### src/key_request_byte_parser_macros.svh
// Assertion helpers shared by the parser RTL.
`ifndef KEY_REQUEST_BYTE_PARSER_MACROS_SVH
`define KEY_REQUEST_BYTE_PARSER_MACROS_SVH

// A property that must hold at every clock edge outside reset.
`define KRBP_ASSERT(lbl, prop, msg) \
  lbl: assert property (@(posedge clk_i) disable iff (!rst_ni) (prop)) \
    else $error(msg);

// A condition in one cycle that fixes what must hold in the next cycle.
`define KRBP_ASSERT_NEXT(lbl, ante, cons, msg) \
  lbl: assert property (@(posedge clk_i) disable iff (!rst_ni) (ante) |=> (cons)) \
    else $error(msg);

`endif

### src/krbp_pkg.sv
package krbp_pkg;

  localparam int unsigned RAND_LEN_DEF = 16;
  localparam int unsigned RND_CNT_W = 8;
  localparam int unsigned BYTE_W = 8;
  localparam int unsigned LEN_W = 16;

  localparam logic [BYTE_W-1:0] CH_CREATE = 8'h63; // 'c'
  localparam logic [BYTE_W-1:0] CH_FIND   = 8'h66; // 'f'
  localparam logic [BYTE_W-1:0] CH_AUTH   = 8'h61; // 'a'
  localparam logic [BYTE_W-1:0] CH_VAR1   = 8'h31; // '1'
  localparam logic [BYTE_W-1:0] CH_VAR2   = 8'h32; // '2'

  typedef enum logic [2:0] {
    PH_METHOD1 = 3'd0,
    PH_METHOD2 = 3'd1,
    PH_RANDOM  = 3'd2,
    PH_LEN1    = 3'd3,
    PH_LEN2    = 3'd4,
    PH_DATA    = 3'd5
  } phase_e;

  typedef enum logic [1:0] {
    ST_MORE = 2'd0,
    ST_DONE = 2'd1,
    ST_BAD  = 2'd2
  } status_e;

  typedef enum logic [2:0] {
    M_NONE   = 3'd0,
    M_CREATE = 3'd1,
    M_FIND   = 3'd2,
    M_AUTH   = 3'd3,
    M_AUTH1  = 3'd4,
    M_AUTH2  = 3'd5
  } method_e;

  typedef enum logic [1:0] {
    CL_NONE    = 2'd0,
    CL_RANDOM  = 2'd1,
    CL_PAYLOAD = 2'd2
  } class_e;

  typedef struct packed {
    phase_e                 phase;
    method_e                method;
    logic [BYTE_W-1:0]      len_lo;
    logic [LEN_W-1:0]       len;
    logic [LEN_W-1:0]       pay_cnt;
    logic [RND_CNT_W-1:0]   rnd_cnt;
  } state_t;

  typedef struct packed {
    status_e           status;
    method_e           method;
    class_e            cls;
    logic [BYTE_W-1:0] data;
    logic [LEN_W-1:0]  len;
  } result_t;

  localparam state_t STATE_RST = '{
    phase:   PH_METHOD1,
    method:  M_NONE,
    len_lo:  '0,
    len:     '0,
    pay_cnt: '0,
    rnd_cnt: '0
  };

endpackage

### src/krbp_step.sv
module krbp_step
  import krbp_pkg::*;
#(
  parameter int unsigned RandLen = RAND_LEN_DEF
) (
  input  state_t              state_i,
  input  logic                req_type_i,
  input  logic [BYTE_W-1:0]   in_byte_i,
  output state_t              state_o,
  output result_t             result_o
);

  localparam logic [RND_CNT_W-1:0] RandCnt = RND_CNT_W'(RandLen);

  logic [RND_CNT_W-1:0] rnd_next;
  logic [LEN_W-1:0]     pay_next;
  status_e              status;
  class_e               cls;
  logic [BYTE_W-1:0]    data;

  assign rnd_next = state_i.rnd_cnt + RND_CNT_W'(1);
  assign pay_next = state_i.pay_cnt + LEN_W'(1);

  always_comb begin
    state_o = state_i;
    status  = ST_MORE;
    cls     = CL_NONE;
    data    = '0;

    unique case (state_i.phase)
      PH_METHOD1: begin
        if (in_byte_i == CH_CREATE) begin
          state_o.method = M_CREATE;
          status         = ST_DONE;
        end else if (in_byte_i == CH_FIND) begin
          state_o.method = M_FIND;
          state_o.phase  = PH_METHOD2;
        end else if (in_byte_i == CH_AUTH) begin
          state_o.method = M_AUTH;
          state_o.phase  = PH_METHOD2;
        end else begin
          status = ST_BAD;
        end
      end
      PH_METHOD2: begin
        // A find request carries one ignored byte here.
        state_o.phase = PH_LEN1;
        if (state_i.method == M_AUTH) begin
          if (in_byte_i == CH_VAR1) begin
            state_o.method = M_AUTH1;
            state_o.phase  = PH_RANDOM;
          end else if (in_byte_i == CH_VAR2) begin
            state_o.method = M_AUTH2;
          end else begin
            status = ST_BAD;
          end
        end
      end
      PH_RANDOM: begin
        cls             = CL_RANDOM;
        data            = in_byte_i;
        state_o.rnd_cnt = rnd_next;
        if (rnd_next >= RandCnt) begin
          state_o.phase = PH_LEN1;
        end
      end
      PH_LEN1: begin
        state_o.len_lo = in_byte_i;
        state_o.phase  = PH_LEN2;
      end
      PH_LEN2: begin
        state_o.len   = {in_byte_i, state_i.len_lo};
        state_o.phase = PH_DATA;
      end
      PH_DATA: begin
        // Completion is flagged on the byte after the last payload byte.
        if (state_i.pay_cnt == state_i.len) begin
          status = ST_DONE;
        end else begin
          cls             = CL_PAYLOAD;
          data            = in_byte_i;
          state_o.pay_cnt = pay_next;
        end
      end
      default: begin
        status = ST_BAD;
      end
    endcase

    result_o.status = status;
    result_o.method = state_o.method;
    result_o.cls    = cls;
    result_o.data   = data;
    result_o.len    = state_o.len;

    if (req_type_i) begin
      state_o  = STATE_RST;
      result_o = '{status: ST_MORE, method: M_NONE, cls: CL_NONE, data: '0, len: '0};
    end
  end

endmodule

### src/key_request_byte_parser.sv
// Key request byte parser.
// Input channel: one item per handshake, either a request byte (req_type_i low)
// or a restart (req_type_i high) that returns the parser to its initial state.
// The first byte selects create, find or authenticate; authenticate variant 1
// then passes a fixed run of random bytes, and every method but create reads a
// little-endian 16-bit length followed by that many payload bytes.
// Output channel: exactly one result item per input item, carrying status,
// method, byte class, the passed byte and the declared payload length.
// A result is registered and is valid in the cycle after its item is taken.
// Throughput is one item per cycle while the receiver takes results; the parse
// state update and the result register are both written at the input handshake,
// so the limit is that single state register update.
// When the receiver stalls, the held result stays in the output register and
// in_ready_o drops until it is taken; the same cycle it is taken, a new item
// can be accepted. Reset clears the parse state and empties the output register.
module key_request_byte_parser
  import krbp_pkg::*;
#(
  parameter int unsigned RandLen = RAND_LEN_DEF
) (
  input  logic               clk_i,
  input  logic               rst_ni,
  input  logic               in_valid_i,
  output logic               in_ready_o,
  input  logic               req_type_i,
  input  logic [BYTE_W-1:0]  in_byte_i,
  output logic               out_valid_o,
  input  logic               out_ready_i,
  output logic [1:0]         status_o,
  output logic [2:0]         method_code_o,
  output logic [1:0]         byte_class_o,
  output logic [BYTE_W-1:0]  out_byte_o,
  output logic [LEN_W-1:0]   payload_length_o
);

`include "key_request_byte_parser_macros.svh"

  state_t  state_q, state_d;
  result_t res_q, res_d;
  logic    out_valid_q;
  logic    in_acc;

  // The output register can take a new result whenever it is empty or
  // being drained in this same cycle.
  assign in_ready_o = !out_valid_q || out_ready_i;
  assign in_acc     = in_valid_i && in_ready_o;

  krbp_step #(
    .RandLen(RandLen)
  ) u_step (
    .state_i   (state_q),
    .req_type_i(req_type_i),
    .in_byte_i (in_byte_i),
    .state_o   (state_d),
    .result_o  (res_d)
  );

  always_ff @(posedge clk_i or negedge rst_ni) begin
    if (!rst_ni) begin
      state_q     <= STATE_RST;
      out_valid_q <= 1'b0;
    end else begin
      if (in_acc) begin
        state_q <= state_d;
      end
      if (in_acc) begin
        out_valid_q <= 1'b1;
      end else if (out_ready_i) begin
        out_valid_q <= 1'b0;
      end
    end
  end

  // Result payload needs no reset; it is qualified by out_valid_q.
  always_ff @(posedge clk_i) begin
    if (in_acc) begin
      res_q <= res_d;
    end
  end

  assign out_valid_o      = out_valid_q;
  assign status_o         = res_q.status;
  assign method_code_o    = res_q.method;
  assign byte_class_o     = res_q.cls;
  assign out_byte_o       = res_q.data;
  assign payload_length_o = res_q.len;

  `KRBP_ASSERT(a_pay_le_len, state_q.pay_cnt <= state_q.len,
               "payload count ran past the declared length")
  `KRBP_ASSERT(a_rnd_auth1, !(out_valid_q && res_q.cls == CL_RANDOM) ||
               res_q.method == M_AUTH1, "random byte outside variant 1")
  `KRBP_ASSERT(a_done_nobyte, !(out_valid_q && res_q.status == ST_DONE) ||
               res_q.cls == CL_NONE, "completion reported together with a byte")
  `KRBP_ASSERT_NEXT(a_restart, in_acc && req_type_i,
                    state_q.phase == PH_METHOD1 && state_q.method == M_NONE &&
                    out_valid_q, "restart did not clear the parser")

endmodule

### config.mk
export PLATFORM = sky130hd
export DESIGN_NAME = key_request_byte_parser
export DESIGN_NICKNAME = d
export VERILOG_FILES = /design/src/krbp_pkg.sv /design/src/krbp_step.sv /design/src/key_request_byte_parser.sv
export VERILOG_INCLUDE_DIRS = /design/src /design/src/src
export SDC_FILE = /design/constraint.sdc
export NUM_CORES = 1
export LEC_CHECK = 0
export BUFFER_PORTS_ARGS = -buffer_cell sky130_fd_sc_hd__buf_2
export CAP_MARGIN = 20
export CORE_UTILIZATION = 25
export CTS_BUF_LIST = sky130_fd_sc_hd__clkbuf_4
export DETAILED_ROUTE_END_ITERATION = 8
export HOLD_SLACK_MARGIN = 0.15
export PLACE_DENSITY = 0.5
export SLEW_MARGIN = 30
export SYNTH_ARGS = -nofsm -noshare
export SYNTH_HDL_FRONTEND = slang
export SYNTH_SLANG_ARGS = --single-unit
### constraint.sdc
create_clock -name clk_i -period 3.95 [get_ports clk_i]
set_input_delay 0.1975 -clock clk_i [delete_from_list [all_inputs] [get_ports clk_i]]
set_output_delay 0.1975 -clock clk_i [all_outputs]
set_load 0.01 [all_outputs]
==> results of run 1 <==
## metal layers
metal / part of all wire / vias up / global-route usage
met5: 0 / - / 0
met1: 0.49 / 1654 / 0.178
met4: 0.013 / 0 / 0.0379
met3: 0.052 / 10 / 0.0306
met2: 0.44 / 95 / 0.194
li1: - / 1678 / -
## worst paths after layout
check / start / endpoint / slack (ns) / cells after the start
max reg2reg: out_valid_o / out_byte_o[3] / 1.51 / 4
max in group asynchronous: rst_ni / state_q[42] / 2.84 / 3
min: rst_ni / state_q[49] / 0.21 / 2
max: out_valid_o / out_byte_o[3] / 1.51 / 4
min reg2reg: state_q[46] / state_q[46] / 0.53 / 1
min in group clk_i: req_type_i / state_q[9] / 0.39 / 2
## registers in the layout, indices dropped and copies added, names as in the netlist
signal	count
payload_length_o	16
state_q	54
out_byte_o	8
method_code_o	3
byte_class_o	2
status_o	2
out_valid_o	1
## cells by family after synthesis
logic type | count (synthesis) | synth area share
XOR/XNOR | 20 | 0.0420
multiplexers | 7 | 0.0175
AO/OA/AOI/OAI | 87 | 0.133
adder cells (fa/ha/maj) | 2 | 0.00575
flip-flops | 86 | 0.530
buffers and inverters | 33 | 0.0339
AND/OR/NAND/NOR | 214 | 0.237
## area by class of cell
type                       instances  area (um2)  share of cell area
multi-input combinational        330        1900               0.380
sequential                        86        2310               0.461
clock inverter                     6        38.8             0.00776
tap                              220         275              0.0550
inverter                          12        45.0             0.00901
timing repair buffer              59         358              0.0716
clock buffer                      10        75.1              0.0150
## placed cells by master, fill, tap and decap left out, types with 3 or more instances in the layout
cell type      synthesis  layout
dlygate4sd3_1          0      11
nand2b_1               5       5
nand4_1               10      10
dfrtp_1               55      55
a21oi_1               34      34
and2_1                10      10
o21ai_0               15      15
clkbuf_4               0      10
and3_1                 6       6
edfxtp_1              31      31
clkinvlp_4             0       3
nand2_1              114     114
nor2_1                22      22
inv_1                 12      11
nor2b_1                3       3
a31oi_1                5       5
xnor2_1               17      17
buf_4                  1       3
and4_1                 4       4
nor3_1                14      14
mux2i_1                5       5
nand3_1                9       9
a22oi_1                3       3
buf_2                  4      45
a22o_1                 8       8
or3_1                  4       4
## per-stage QoR
stage	area [um2]	power, mW	instances
floorplan	4350	1.61	449
global placement	4770	1.79	696
global route	5000	2.39	723
CTS	4990	2.26	723
finish	5000	2.24	723
detailed placement	4770	1.80	696
## Yosys cell counts (2+ instances only)
| cell type | count |
|---|---|
| a21oi_1 | 34 |
| a22o_1 | 8 |
| a22oi_1 | 3 |
| a31oi_1 | 5 |
| and2_1 | 10 |
| and3_1 | 6 |
| and4_1 | 4 |
| buf_1 | 3 |
| buf_2 | 4 |
| buf_6 | 2 |
| clkbuf_1 | 11 |
| dfrtp_1 | 55 |
| edfxtp_1 | 31 |
| ha_1 | 2 |
| inv_1 | 12 |
| mux2i_1 | 5 |
| nand2_1 | 114 |
| nand2b_1 | 5 |
| nand3_1 | 9 |
| nand4_1 | 10 |
| nor2_1 | 22 |
| nor2b_1 | 3 |
| nor3_1 | 14 |
| nor3_2 | 3 |
| o21ai_0 | 15 |
| o22ai_1 | 2 |
| or2_2 | 2 |
| or3_1 | 4 |
| xnor2_1 | 17 |
| xor2_1 | 2 |
## where the power goes
part / switching [mW] / leakage [nW] / internal (mW)
clock network: 0.313 / 0.0537 / 0.133
registers: 0.143 / 1.05 / 1.04
logic: 0.380 / 0.973 / 0.230
==> results.cfg, run 1 <==
[status]
outcome = finished, final reports clean

[clocking]
cts_setup_buffers = 0
ctsHoldBuffers = 11
cts_buffers = 9
cts_sinks = 86
ctsResizeCount = 0
clkLatencyLatePin_ns = 0.47
clkTransAtPathRegs_ns = 0.14
htree_num_levels = 3
clock_path_buffers = 2
cts-root-buf = clkbuf_4
cts_tree = done

[timing]
relSlewSlack = 0.428
setup_slack_ns = 1.51
setup_tns_ns = 0
fin_crit_ns = 2.44
finalCritPeriodShare = 0.618
fmax_mhz = 410
final_hold_viol_count = 0
whs_ns = 0.211
setup_viol = 0
worst_slew_pin_slew_ns = 0.858
rsz0062_at_grt = false
finClkSkew_ns = 0.0239
slew_violations = 0

[power_and_ir_drop]
power_density_nw_per_um2 = 448
leakage_nw = 2.07
ir_drop_mv = 0.128

[cells_and_area]
fillers = 1777
diodes = 0
final_core_util = 0.298
nets = 513
drive_gt1_frac = 0.165
area_growth_pct = 15.0

[place]
gp_congestion = 0.829
dpl.hpwl_um = 7520
numPortBuffers = 45
pre_cts_ws_ns = 1.52

[run]
cap_violations = 0

[floorplan]
dieArea_um2 = 17900
design.core.area_um2 = 16800
fp.dieW_um = 134
dieHeight_um = 134
std_cell_rows = 47
io_pins = 46
initial_core_util = 0.260

[drt]
vias_per_cell = 4.75
drtAntennaViolNets = 0
wl_per_cell_um = 14.9
dr_total_vias = 3437
drcViolationCount = 0
wl_um = 10800
firstDrtPassIters = 5
drt_iter0_markers = 242

[critical_path]
worstSetupPathType = flip-flop to flip-flop
crit_path_end_kind = flip-flop
cp_top_family = buffers and inverters
path_buf_inv = 2
slowest_stage = inv_2
worstPathRequired_ns = 4.08
critPathMaxFanout = 37
max_stage_delay_ns = 0.64
cp.arrival_ns = 2.58
worstSetupStartpointType = flip-flop
crit_chain = nand2b_1, nand2_2, inv_2, buf_4

[global_routing]
grt_max_degree = 45
grt_pass1_wl_um = 17600
antenna_found_initial = 0
grt_usage = 0.127
grt-ovfl-total = 0
grt_pass1_vias = 3285

[synth]
synth_cells = 449
synth-seq-cells = 86
syn_nets = 464
ys_top_cells_by_area = dfrtp_1, edfxtp_1, nand2_1
yosys.area.top_type = dfrtp_1
async_reset_ff_frac = 0.640
synth-edff-count = 31
synth_cell_types = 62
synth_area_per_cell_um2 = 9.69
seq_area_frac_synth = 0.530
ys.flop_type = dfrtp_1
yosys.area.top_type_share = 0.316
yosysWarnings = 0
syn-cell-area_um2 = 4350

[hold_path]
worstHoldPathType = input port to async pin
Note: power is estimated with default switching activity, not from simulation.
==> inputs of run 2 (changes only) <==
PLACE_DENSITY = 0.51   (was 0.5)
clock period = 2.1 ns   (was 3.95 ns; I/O delays follow)
==> results.cfg, run 2 (synthesis gave the netlist of run 1 again) <==
[global_routing]
grt_max_degree = 41
grt_pass1_vias = 3482
grt-ovfl-total = 0
grt_pass1_wl_um = 18600
antenna_found_initial = 0
grt_usage = 0.132

[drt]
drt_iter0_markers = 213
vias_per_cell = 4.78
firstDrtPassIters = 5
drtAntennaViolNets = 0
wl_um = 11200
wl_per_cell_um = 15.0
drcViolationCount = 0
dr_total_vias = 3568

[floorplan]
dieHeight_um = 134
initial_core_util = 0.260
fp.dieW_um = 134
std_cell_rows = 47
io_pins = 46
dieArea_um2 = 17900
design.core.area_um2 = 16800

[cells_and_area]
diodes = 0
drive_gt1_frac = 0.220
final_common_cell = nand2_1
mostFrequentLayoutCells = nand2_1, dfrtp_1, buf_2, a21oi_1, edfxtp_1
largest_register = state_q
nets = 537
area_growth_pct = 21.1
largest_reg_flops = 54
final_core_util = 0.314

[critical_path]
cp.arrival_ns = 2.37
crit_path_end_kind = flip-flop
r2r_cells = 7
endpoint = state_q[51]
critical_path.startpoint = state_q[1]
r2r_slack_ns = 0.11
r2r-end = state_q[51]
r2r_start = state_q[1]
critPathMaxFanout = 6
worstSetupPathType = flip-flop to flip-flop
worstPathRequired_ns = 2.48
worstSetupStartpointType = flip-flop

[power_and_ir_drop]
p_total_mw = 4.52
ir_drop_mv = 0.405
power_density_nw_per_um2 = 857
leakage_nw = 2.24

[clocking]
cts_sinks = 86
cts-root-buf = clkbuf_4
clkLatencyLatePin_ns = 0.44
htree_num_levels = 3
cts_buffers = 9
clkTransAtPathRegs_ns = 0.14
cts_tree = done
clock_path_buffers = 2

[place]
numPortBuffers = 45
dpl.hpwl_um = 8000
gp_congestion = 0.777

[timing]
setup_tns_ns = 0
final_hold_viol_count = 0
worst_slew_pin_slew_ns = 0.619
finalCritPeriodShare = 0.948
finClkSkew_ns = 0.0108
fin_crit_ns = 1.99
relSlewSlack = 0.587
rsz0062_at_grt = false
slew_violations = 0
fmax_mhz = 502
setup_viol = 0

[run]
cap_violations = 0

[hold_path]
worstHoldPathType = input port to async pin

[status]
outcome = finished, final reports clean
==> run 2: area by class of cell <==
cell class	count	area (um2)
Sequential cell	86	2310
Tap cell	220	275
Multi-Input combinational cell	330	1930
Clock inverter	3	45.0
Timing Repair Buffer	83	563
Clock buffer	13	97.6
Inverter	12	45.0
Fill cell	1738	11500
==> run 2: per-stage QoR <==
step	std cells	hold slack, ns	instance area [um2]	worst slack, ns
finish	747	0.196	5270	0.109
global route	747	0.199	5270	0.00216
CTS	740	0.187	5180	0.0479
detailed placement	713	0.163	4920	0.0426
global placement	713	0.156	4920	0.0148
floorplan	449	-0.191	4360	0.157
==> run 2: worst max-delay path: stages (launching register included) <==
cell	delay, ns
dfrtp_1	0.46
ha_1	0.21
and3_2	0.22
mux2_4	0.31
a22oi_2	0.18
o41ai_4	0.13
a2111oi_2	0.30
a21o_1	0.12
==> run 2: worst min-delay path by stage <==
stage               startpoint     endpoint  slack (ns)
floorplan               rst_ni  out_valid_o       -0.19
global route        req_type_i  state_q[36]        0.20
finish                  rst_ni  state_q[40]        0.20
global placement        rst_ni  state_q[49]        0.16
detailed placement      rst_ni  state_q[48]        0.16
CTS                 req_type_i  state_q[36]        0.19
==> run 2: layer usage <==
| layer | vias to the layer above | track usage | routed length [um] |
|---|---|---|---|
| met5 | - | 0 | 0 |
| met4 | 0 | 0.0467 | 143 |
| met2 | 100 | 0.209 | 5150 |
| li1 | 1723 | - | - |
| met1 | 1736 | 0.179 | 5400 |
| met3 | 9 | 0.0257 | 515 |
==> run 2: power breakdown <==
group	internal (mW)	switching, mW
sequential	1.96	0.231
combinational	0.551	0.783
clock	0.418	0.573
==> run 2: timing repair <==
| action | 4_1_cts | 5_1_grt |
|---|---|---|
| resized for setup | 1 | 8 |
| setup buffers | 0 | 7 |
| hold buffers | 11 | 0 |
| hold endpoints to repair | 86 | 0 |
| cloned | 0 | 0 |
| setup endpoints to repair | 1 | 7 |
| pin swaps | 0 | 1 |
